[config.mk]
export PLATFORM = sky130hd
export DESIGN_NAME = mpq_cell
export DESIGN_NICKNAME = d
export VERILOG_FILES = /design/src/sv/mpq_pkg.sv /design/src/sv/mpq_cell.sv
export SDC_FILE = /design/constraint.sdc
export NUM_CORES = 1
export LEC_CHECK = 0
export BUFFER_PORTS_ARGS = -buffer_cell sky130_fd_sc_hd__buf_2
export CELL_PAD_IN_SITES_DETAIL_PLACEMENT = 0
export CELL_PAD_IN_SITES_GLOBAL_PLACEMENT = 2
export CORE_MARGIN = 3
export CORE_UTILIZATION = 23
export CTS_BUF_LIST = sky130_fd_sc_hd__clkbuf_8
export DETAILED_ROUTE_END_ITERATION = 8
export PLACE_DENSITY_LB_ADDON = 0.1
export REMOVE_ABC_BUFFERS = 1
export SYNTH_ARGS = -nofsm -noshare
export SYNTH_HDL_FRONTEND = slang
export SYNTH_SLANG_ARGS = --single-unit
export TNS_END_PERCENT = 30
[constraint.sdc]
create_clock -name clk_i -period 2.76 [get_ports clk_i]
set_input_delay 0.414 -clock clk_i [delete_from_list [all_inputs] [get_ports clk_i]]
set_output_delay 0.414 -clock clk_i [all_outputs]
set_load 0.03 [all_outputs]
[src/sv/mpq_pkg.sv]
`timescale 1ns / 1ps
// ----------------------------------------------------------------------------
// mpq_pkg
// shared constants, codes and types of the max priority queue
// ----------------------------------------------------------------------------
package mpq_pkg;

  // number of cells in the chain
  localparam int unsigned Depth    = 64;
  // width of the internal entry count
  localparam int unsigned CntW     = $clog2(Depth + 1);
  // fixed field widths
  localparam int unsigned KeyW     = 32;
  localparam int unsigned CapW     = 7;
  localparam int unsigned CountW   = 7;
  localparam int unsigned StatusW  = 2;
  localparam int unsigned OutDataW = 40;

  localparam logic [CapW-1:0]  CapReset = CapW'(64);
  localparam logic [KeyW-1:0]  SignBit  = {1'b1, {(KeyW-1){1'b0}}};

  typedef enum logic {
    OP_INSERT = 1'b0,
    OP_REMOVE = 1'b1
  } op_e;

  typedef enum logic [StatusW-1:0] {
    ST_OK    = 2'd0,
    ST_FULL  = 2'd1,
    ST_EMPTY = 2'd2
  } status_e;

  // command broadcast to every cell
  typedef struct packed {
    logic            ins;
    logic            rem;
    logic [KeyW-1:0] key;
  } cell_cmd_t;

endpackage

[src/sv/mpq_cell.sv]
`timescale 1ns / 1ps
// ----------------------------------------------------------------------------
// mpq_cell
// one slot of the sorted chain, largest key at the head
// ----------------------------------------------------------------------------
module mpq_cell import mpq_pkg::*; (
  input  logic            clk_i,
  input  cell_cmd_t       cmd_i,
  input  logic            occ_i,       // slot holds a live entry
  input  logic [KeyW-1:0] prev_key_i,  // key of the neighbor toward the head
  input  logic            prev_gt_i,   // new key beats the neighbor toward the head
  input  logic [KeyW-1:0] next_key_i,  // key of the neighbor toward the tail
  output logic [KeyW-1:0] key_o,
  output logic            gt_o
);

  logic [KeyW-1:0] key_q, key_d;

  // an empty slot counts as smaller than anything
  assign gt_o  = !occ_i || (cmd_i.key > key_q);
  assign key_o = key_q;

  always_comb begin
    key_d = key_q;
    if (cmd_i.ins) begin
      if (gt_o) begin
        key_d = prev_gt_i ? prev_key_i : cmd_i.key;
      end
    end else if (cmd_i.rem) begin
      key_d = next_key_i;
    end
  end

  always_ff @(posedge clk_i) begin
    key_q <= key_d;
  end

endmodule

# [Yosys cells after proc, flatten, opt, wreduce, memory -nomap -nowiden]
# Cells that the tools add are included.
[totals] register_bits=32 in_bits=101 output_inout_bits=33 wordCells=11
[op_classes] n_lt_le_gt_ge=1 n_eq_ne=1 mux=4 reduce_logical=4
[ops] operator="$mux W32" count=4
[ops] operator="$gt A32 B32 Y1" count=1
[ops] operator="$ne A2 B1 Y1 const B" count=1
[ops] operator="$reduce_and A2 Y1" count=1
[ops] operator="$reduce_bool A2 Y1" count=1
[ops] operator="$logic_not A1 Y1" count=1
[ops] operator="$logic_or A1 B1 Y1" count=1

# [Logic depth before layout (Yosys ltp)]
# Gate-level depths: netlist of run 1.
[depth] ltp_word=4 mapped_depth=7 mapped_depth_nobuf=7

# [Worst setup path before layout of run 1]
# Ideal clock, no wire load.
[synth_timing] path_kind="reg-to-reg" startpoint="register key_q[14], in the netlist key_o[14]" endpoint="register key_q[0], in the netlist key_o[0] (enable)" setup_time_ns=0.402 arrival_time_ns=2.661 required_time_ns=2.358 path_slack_ns=-0.303 stages_incl_launch_ff=8 n_path_buf=0 synth_period_minus_slack_ns=3.063 path_cell_list="edfxtp_1 inv_1 ha_1 nand4_2 nor4_2 a21boi_2 o31ai_2 a41oi_2"
[synth_via] elab_chain_cells=4
[synth_lines] element="from (decl)" line="mpq_cell.sv:17" source="logic [KeyW-1:0] key_q, key_d;"
[synth_lines] element="from (signal assigned)" line="mpq_cell.sv:35" source="key_q <= key_d;"
[synth_lines] element="$gt A32 B32 Y1" line="mpq_cell.sv:20" source="assign gt_o = !occ_i || (cmd_i.key > key_q);"
[synth_lines] element="$logic_or A1 B1 Y1" line="mpq_cell.sv:20"
[synth_lines] element="$ne A2 B1 Y1 (no source line)"
[synth_lines] element="$reduce_and A2 Y1 (no source line)"
# No other way between the ends.
# A chain may end at the register's enable or synchronous reset.

# [Worst setup path in the final report of run 1]
[layout_timing] startpoint="register key_q[7], in the netlist key_o[7]" endpoint="output gt_o"
[layout_via] elab_chain_cells=2
[layout_lines] element="$gt A32 B32 Y1" line="mpq_cell.sv:20"
[layout_lines] element="$logic_or A1 B1 Y1" line="mpq_cell.sv:20"
[layout_lines] element="to (decl)" line="mpq_cell.sv:14" source="output logic gt_o"
# No other way between the ends.

==> run_results.csv, run 1 <==
group,metric,value,unit
global_routing,grt_use_total,0.118,
drt,route.detailed.drc,0,
synthesis,netlist_area,2460,um2
setup_path,critical_path_class,"register to output port",
setup_path,critPathMaxStageDelay,0.40,ns
synthesis,synth_top_family_by_area,"adder cells",
drt,routedWlPerCell,13.6,um
sta,finClkSkew,0.00568,ns
sta,tns,0,ns
min_path,hp-class,"primary input to register",
layout,final_common_cell,"buf_2",
setup_path,worstRegToRegCells,8,
placement,place_inst,520,
setup_path,cp_max_fo,2,
layout,drive_above_1_share,0.402,
synthesis,syn_area_per_cell,9.61,um2
floorplan,dieHeight,109,um
layout,antennaDiodeCount,0,
synthesis,synthSimpleGateAreaFrac,0.109,
min_path,whs_path_depth,3,
setup_path,critPathSlowestCell,"edfxtp_1",
power,intPower,0.989,mW
cts,numCtsBuffers,5,
cts,cts_hold_buffers,0,
setup_path,start_kind,"register",
global_routing,grt_pass1_wl,10800,um
power,p_seq_frac,0.409,
synthesis,synthCells,256,
power,peakVddDrop,0.000142,V
placement,place_congestion,0.708,
cts,root_buffer,"clkbuf_8",
power,p_sw_frac,0.352,
layout,syn_to_final_growth,42.5,%
synthesis,synthArstFlopShare,0,
floorplan,core_area,10400,um2
setup_path,end_kind,"output port",
power,pwr-share-clk,0.230,
global_routing,first_global_vias,2282,
layout,final_cells,529,
sta,fin_crit,2.63,ns
synthesis,synth_largest_area_cell,"edfxtp_1",
power,comb_power_share,0.361,
sta,worst_slew_pin_slew,0.624,ns
floorplan,ios,134,
drt,vias,2301,
synthesis,ys.flop_type,"edfxtp_1",
placement,port_buffers,133,
sta,report.final.hold_viol_count,0,
job,maxCapViolations,0,
placement,place_hpwl,5840,um
synthesis,ys_types,28,
sta,setup_viol,0,
layout,largest_reg_flops,32,
synthesis,synth.top_cell.area_share,0.391,
cts,cts_buffer_depth,2,
sta,slew_viol_final,0,
setup_path,critPathRequiredTime,2.35,ns
global_routing,antenna_found_initial,0,
sta,rsz0062_at_grt,"true",
synthesis,ys_top_cells_by_area,"edfxtp_1 39%, ha_1 16%, mux2i_1 13%, a21oi_1 9.0%, nor2_1 5.3%",
cts,cts_tree,"built",
floorplan,initial_core_util,0.237,
power,power,1.53,mW
drt,drtIter0Drc,71,
drt,drt-pass1-iter-count,4,
cts,cts.sinks,32,
drt,viasPerCell,4.35,
layout,fillers,1153,
power,leakage,1.77,nW
floorplan,rows,37,
cts,cts_max_level,2,
synthesis,synth-edff-count,32,
sta,slew_headroom,0.584,
layout,finalNetCount,525,
layout,utilization,0.338,
synthesis,synth_fa_ha_area_frac,0.163,
floorplan,die_w,109,um
power,p_switching,0.538,mW
cts,insertion_delay,0.28,ns
sta,fmaxAchievable,380,MHz
cts,clk_pin_slew,0.07,ns
synthesis,ys_ff_latch,32,
layout,final_cell_mix,"132 x buf_2, 43 x a21oi_1, 35 x nor2_1, 34 x inv_1",
floorplan,dieArea,12000,um2
sta,fin_crit_sh,0.952,
run_status,status,"complete, no violations",
setup_path,crit_chain,"inv_1 -> ha_1 -> a21oi_1 -> o21ai_0 -> a221o_1 -> o31ai_4 -> a31oi_1 -> buf_4",
synthesis,yosysWarnings,0,
setup_path,worstPathArrival,2.21,ns
synthesis,synth_compound_area_frac,0.139,
synthesis,muxShareOfSynthArea,0.130,
synthesis,synth_xor_area_frac,0,
global_routing,grt_max_degree,65,
drt,routed_wl,7210,um
synthesis,synth_seq_area_share,0.391,
drt,ant_nets,0,
power,power_density,435,nW/um2
global_routing,grt_remaining_overflow,0,
-- cell usage after synthesis (all sizes together), types with 2 or more instances --
cell	instances
a21o	3
a21oi	44
a221o	2
buf	5
clkbuf	6
edfxtp	32
ha	32
inv	33
mux2i	32
nand2	6
nand3	5
nand4	7
nor2	35
nor4	2
o21ai	2
-- power by group through the flow --
stage | Clock [mW] | Combinational [mW] | Sequential [mW]
floorplan | 0 | 0.202 | 0.739
global placement | 0 | 0.539 | 0.635
detailed placement | 0 | 0.540 | 0.636
CTS | 0.378 | 0.546 | 0.625
global route | 0.395 | 0.618 | 0.632
finish | 0.351 | 0.552 | 0.624
-- cells by family after synthesis --
kind of cell	count (synthesis)
mux	32
simple gates	58
fa+ha+maj	32
buf+inv	44
compound gates	58
flops	32
-- layer usage --
metal / global-route usage / routed length [um]
met2: 0.204 / 3340
met1: 0.142 / 3220
met4: 0.0294 / 31
met5: 0 / 0
met3: 0.0370 / 616
-- per-stage QoR --
stage                     worst slack (ns)  hold slack, ns  instance area (um2)
after floorplan                     -0.303           0.621                 2410
after global placement               0.168           0.732                 3330
after detailed placement             0.117           0.742                 3330
after CTS                          0.00386           0.435                 3420
after global routing               -0.0734           0.446                 3510
final                                0.132           0.449                 3510
-- path summary, 6_finish.rpt --
| path | start | endpoint | slack, ns |
|---|---|---|---|
| setup / recovery | key_o[7] | gt_o | 0.13 |
| hold / removal | next_key_i[1] | key_o[1] | 0.45 |
| setup reg to reg | key_o[9] | key_o[23] | 0.38 |
| hold reg to reg | key_o[0] | key_o[12] | 1.46 |
-- critical path, delay by kind of cell, from the launching register on --
family,cells,cell delay (ns)
AO/OA/AOI/OAI,5,1.04
adder cells (fa/ha/maj),1,0.24
buffers and inverters,2,0.26
flip-flops,1,0.40
-- final cells by class --
type | count | area (um2) | area share
multi-input cells | 180 | 1430 | 0.406
flip-flops and latches | 32 | 961 | 0.274
clock inverters | 3 | 11.3 | 0.00321
well taps | 136 | 170 | 0.0485
repair buffers | 140 | 746 | 0.213
clock buffers | 5 | 68.8 | 0.0196
inverters | 33 | 124 | 0.0353
-- repair_timing --
item / 4_1_cts / 5_1_grt
endpoints found under the setup margin: 1 / 1
setup buffers: 0 / 1
pin swaps: 0 / 3
cloned: 0 / 0
resized for setup: 1 / 13
hold endpoints to repair: 0 / 0
(Power assumes the default switching activity.)
==> run 2, diff against run 1 <==
==> constraint.sdc (replaced) <==
create_clock -name clk_i -period 2.76 [get_ports clk_i]
set_input_delay 0.414 -clock clk_i [delete_from_list [all_inputs] [get_ports clk_i]]
set_output_delay 0.414 -clock clk_i [all_outputs]
set_load 0.01 [all_outputs]
==> run 2 against run 1 <==
Effect of this change: register-to-register slack better by 0.02 ns; worst setup slack better by 0.054 ns; die area stayed put; critical endpoint unchanged; sequential cell count stayed put; first-iteration DRC count is 31% lower; sequential power hardly changed; clock power is 3% higher; clock skew is 0.0032 ns lower; cell count is 0.19% lower.
==> run_results.csv, run 2 (synthesis results as in run 1) <==
group,metric,value,unit
layout,final_cell_mix,"133 x buf_2, 44 x a21oi_1, 35 x nor2_1, 33 x inv_1",
setup_path,critPathRequiredTime,2.35,ns
global_routing,grt_pass1_wl,10800,um
layout,layout.area.seq,961,um2
run_status,status,"complete, no violations",
cts,cts_buffer_depth,2,
job,maxCapViolations,0,
layout,drive_above_1_share,0.393,
sta,worst_slew_pin_slew,0.608,ns
setup_path,worst-path-buf-inv,2,
layout,multiInputGateArea,1390,um2
power,comb_power_share,0.316,
global_routing,grt_remaining_overflow,0,
sta,fmaxAchievable,388,MHz
setup_path,critPathMaxStageDelay,0.38,ns
power,p_seq_frac,0.434,
power,intPower,0.980,mW
setup_path,endpoint,"gt_o",
floorplan,core_area,10400,um2
power,p_sw_frac,0.320,
setup_path,r2r_start,"key_o[11]",
cts,cts_tree,"built",
power,power_density,416,nW/um2
global_routing,met1_usage,0.145,
power,pwr-share-clk,0.250,
floorplan,ios,134,
cts,cts_hold_buffers,0,
power,leakage,1.77,nW
placement,port_buffers,133,
setup_path,crit_chain,"inv_1 -> ha_1 -> a21oi_1 -> nand2_1 -> a221o_1 -> o31ai_4 -> a31oi_1 -> buf_2",
power,peakVddDrop,0.000139,V
layout,utilization,0.334,
drt,viasPerCell,4.26,
floorplan,rows,37,
sta,slew_viol_final,0,
setup_path,critPathLaunch,"key_o[14]",
sta,setup_viol,0,
setup_path,start_kind,"register",
drt,drt-pass1-iter-count,4,
cts,clk_pin_slew,0.07,ns
sta,report.final.hold_viol_count,0,
layout,finalNetCount,524,
setup_path,crit_family,"compound AO/OA/AOI/OAI gates",
floorplan,initial_core_util,0.237,
placement,place_hpwl,5790,um
floorplan,die_w,109,um
global_routing,antenna_found_initial,0,
setup_path,worstPathArrival,2.16,ns
cts,cts_max_level,2,
sta,slew_headroom,0.595,
drt,routedWlPerCell,13.3,um
drt,ant_nets,0,
setup_path,r2r-end,"key_o[28]",
drt,drtIter0Drc,49,
global_routing,first_global_vias,2227,
layout,syn_to_final_growth,40.8,%
cts,cts.sinks,32,
layout,stdcell_area,3460,um2
floorplan,dieHeight,109,um
sta,setup_ws,0.186,ns
drt,vias,2248,
min_path,hp-class,"primary input to register",
layout,fillers,1127,
sta,finClkSkew,0.00249,ns
setup_path,ff2ff_setup_slack,0.40,ns
layout,antennaDiodeCount,0,
placement,post_dp_cell_area,3320,um2
layout,final_common_cell,"buf_2",
sta,fin_hold_ws,0.447,ns
layout,largest_reg_flops,32,
setup_path,cp_max_fo,3,
drt,routed_wl,7050,um
global_routing,grt_use_total,0.118,
sta,fin_crit,2.57,ns
drt,route.detailed.drc,0,
floorplan,dieArea,12000,um2
global_routing,use_met2,0.200,
setup_path,critPathSlowestCell,"edfxtp_1",
placement,place_congestion,0.701,
sta,rsz0062_at_grt,"false",
global_routing,grt_use_met3,0.0358,
global_routing,grt-busiest-layer,"met2",
placement,dp_slack,0.117,ns
setup_path,end_kind,"output port",
cts,numCtsBuffers,5,
setup_path,worstRegToRegCells,8,
global_routing,grt_max_degree,65,
power,p_switching,0.460,mW
cts,root_buffer,"clkbuf_8",
setup_path,critical_path_class,"register to output port",
sta,fin_crit_sh,0.933,
setup_path,path_depth,8,
cts,insertion_delay,0.28,ns
## run 2: area by class of cell
type | count | share of cell area
multi-input cells | 180 | 0.401
flip-flops and latches | 32 | 0.277
repair buffers | 139 | 0.212
well taps | 136 | 0.0491
inverters | 33 | 0.0358
clock buffers | 5 | 0.0199
clock inverters | 3 | 0.00397
## run 2: through the flow
stage | cells | setup TNS (ns) | power, mW
3_5_place_dp | 519 | 0 | 1.09
6_report | 528 | 0 | 1.44
4_1_cts | 527 | 0 | 1.47
3_3_place_gp | 519 | 0 | 1.09
5_1_grt | 528 | 0 | 1.55
2_1_floorplan | 245 | -4.66 | 0.862
## run 2: per-layer routing
metal	wire length (um)	vias up
met1	3090	966
li1	-	1198
met4	45	0
met3	663	4
met2	3240	80
met5	0	-
## run 2: timing repair
item                                    4_1_cts  5_1_grt
cloned                                        0        0
resized for setup                             1        7
pin swaps                                     0        4
setup buffers                                 0        1
endpoints found under the setup margin        1        1
## run 2: worst min-delay path, stage by stage
cell and delay [ns]:
buf_2 0.07, nor2_1 0.03, a21oi_1 0.09
## run 2: worst min path at each step
stage                        start  cells after the start         to
global route        next_key_i[20]                      3  key_o[20]
CTS                  next_key_i[6]                      3   key_o[6]
floorplan                cmd_i[33]                      1   key_o[0]
global placement    next_key_i[27]                      3  key_o[27]
detailed placement   next_key_i[6]                      3   key_o[6]
finish              next_key_i[14]                      3  key_o[14]
## run 2: power groups by stage
| stage | clock, mW | sequential, mW | combinational, mW |
|---|---|---|---|
| 3_3_place_gp | 0 | 0.634 | 0.458 |
| 6_report | 0.360 | 0.625 | 0.455 |
| 2_1_floorplan | 0 | 0.663 | 0.199 |
| 3_5_place_dp | 0 | 0.637 | 0.457 |
| 4_1_cts | 0.382 | 0.626 | 0.461 |
| 5_1_grt | 0.395 | 0.633 | 0.523 |
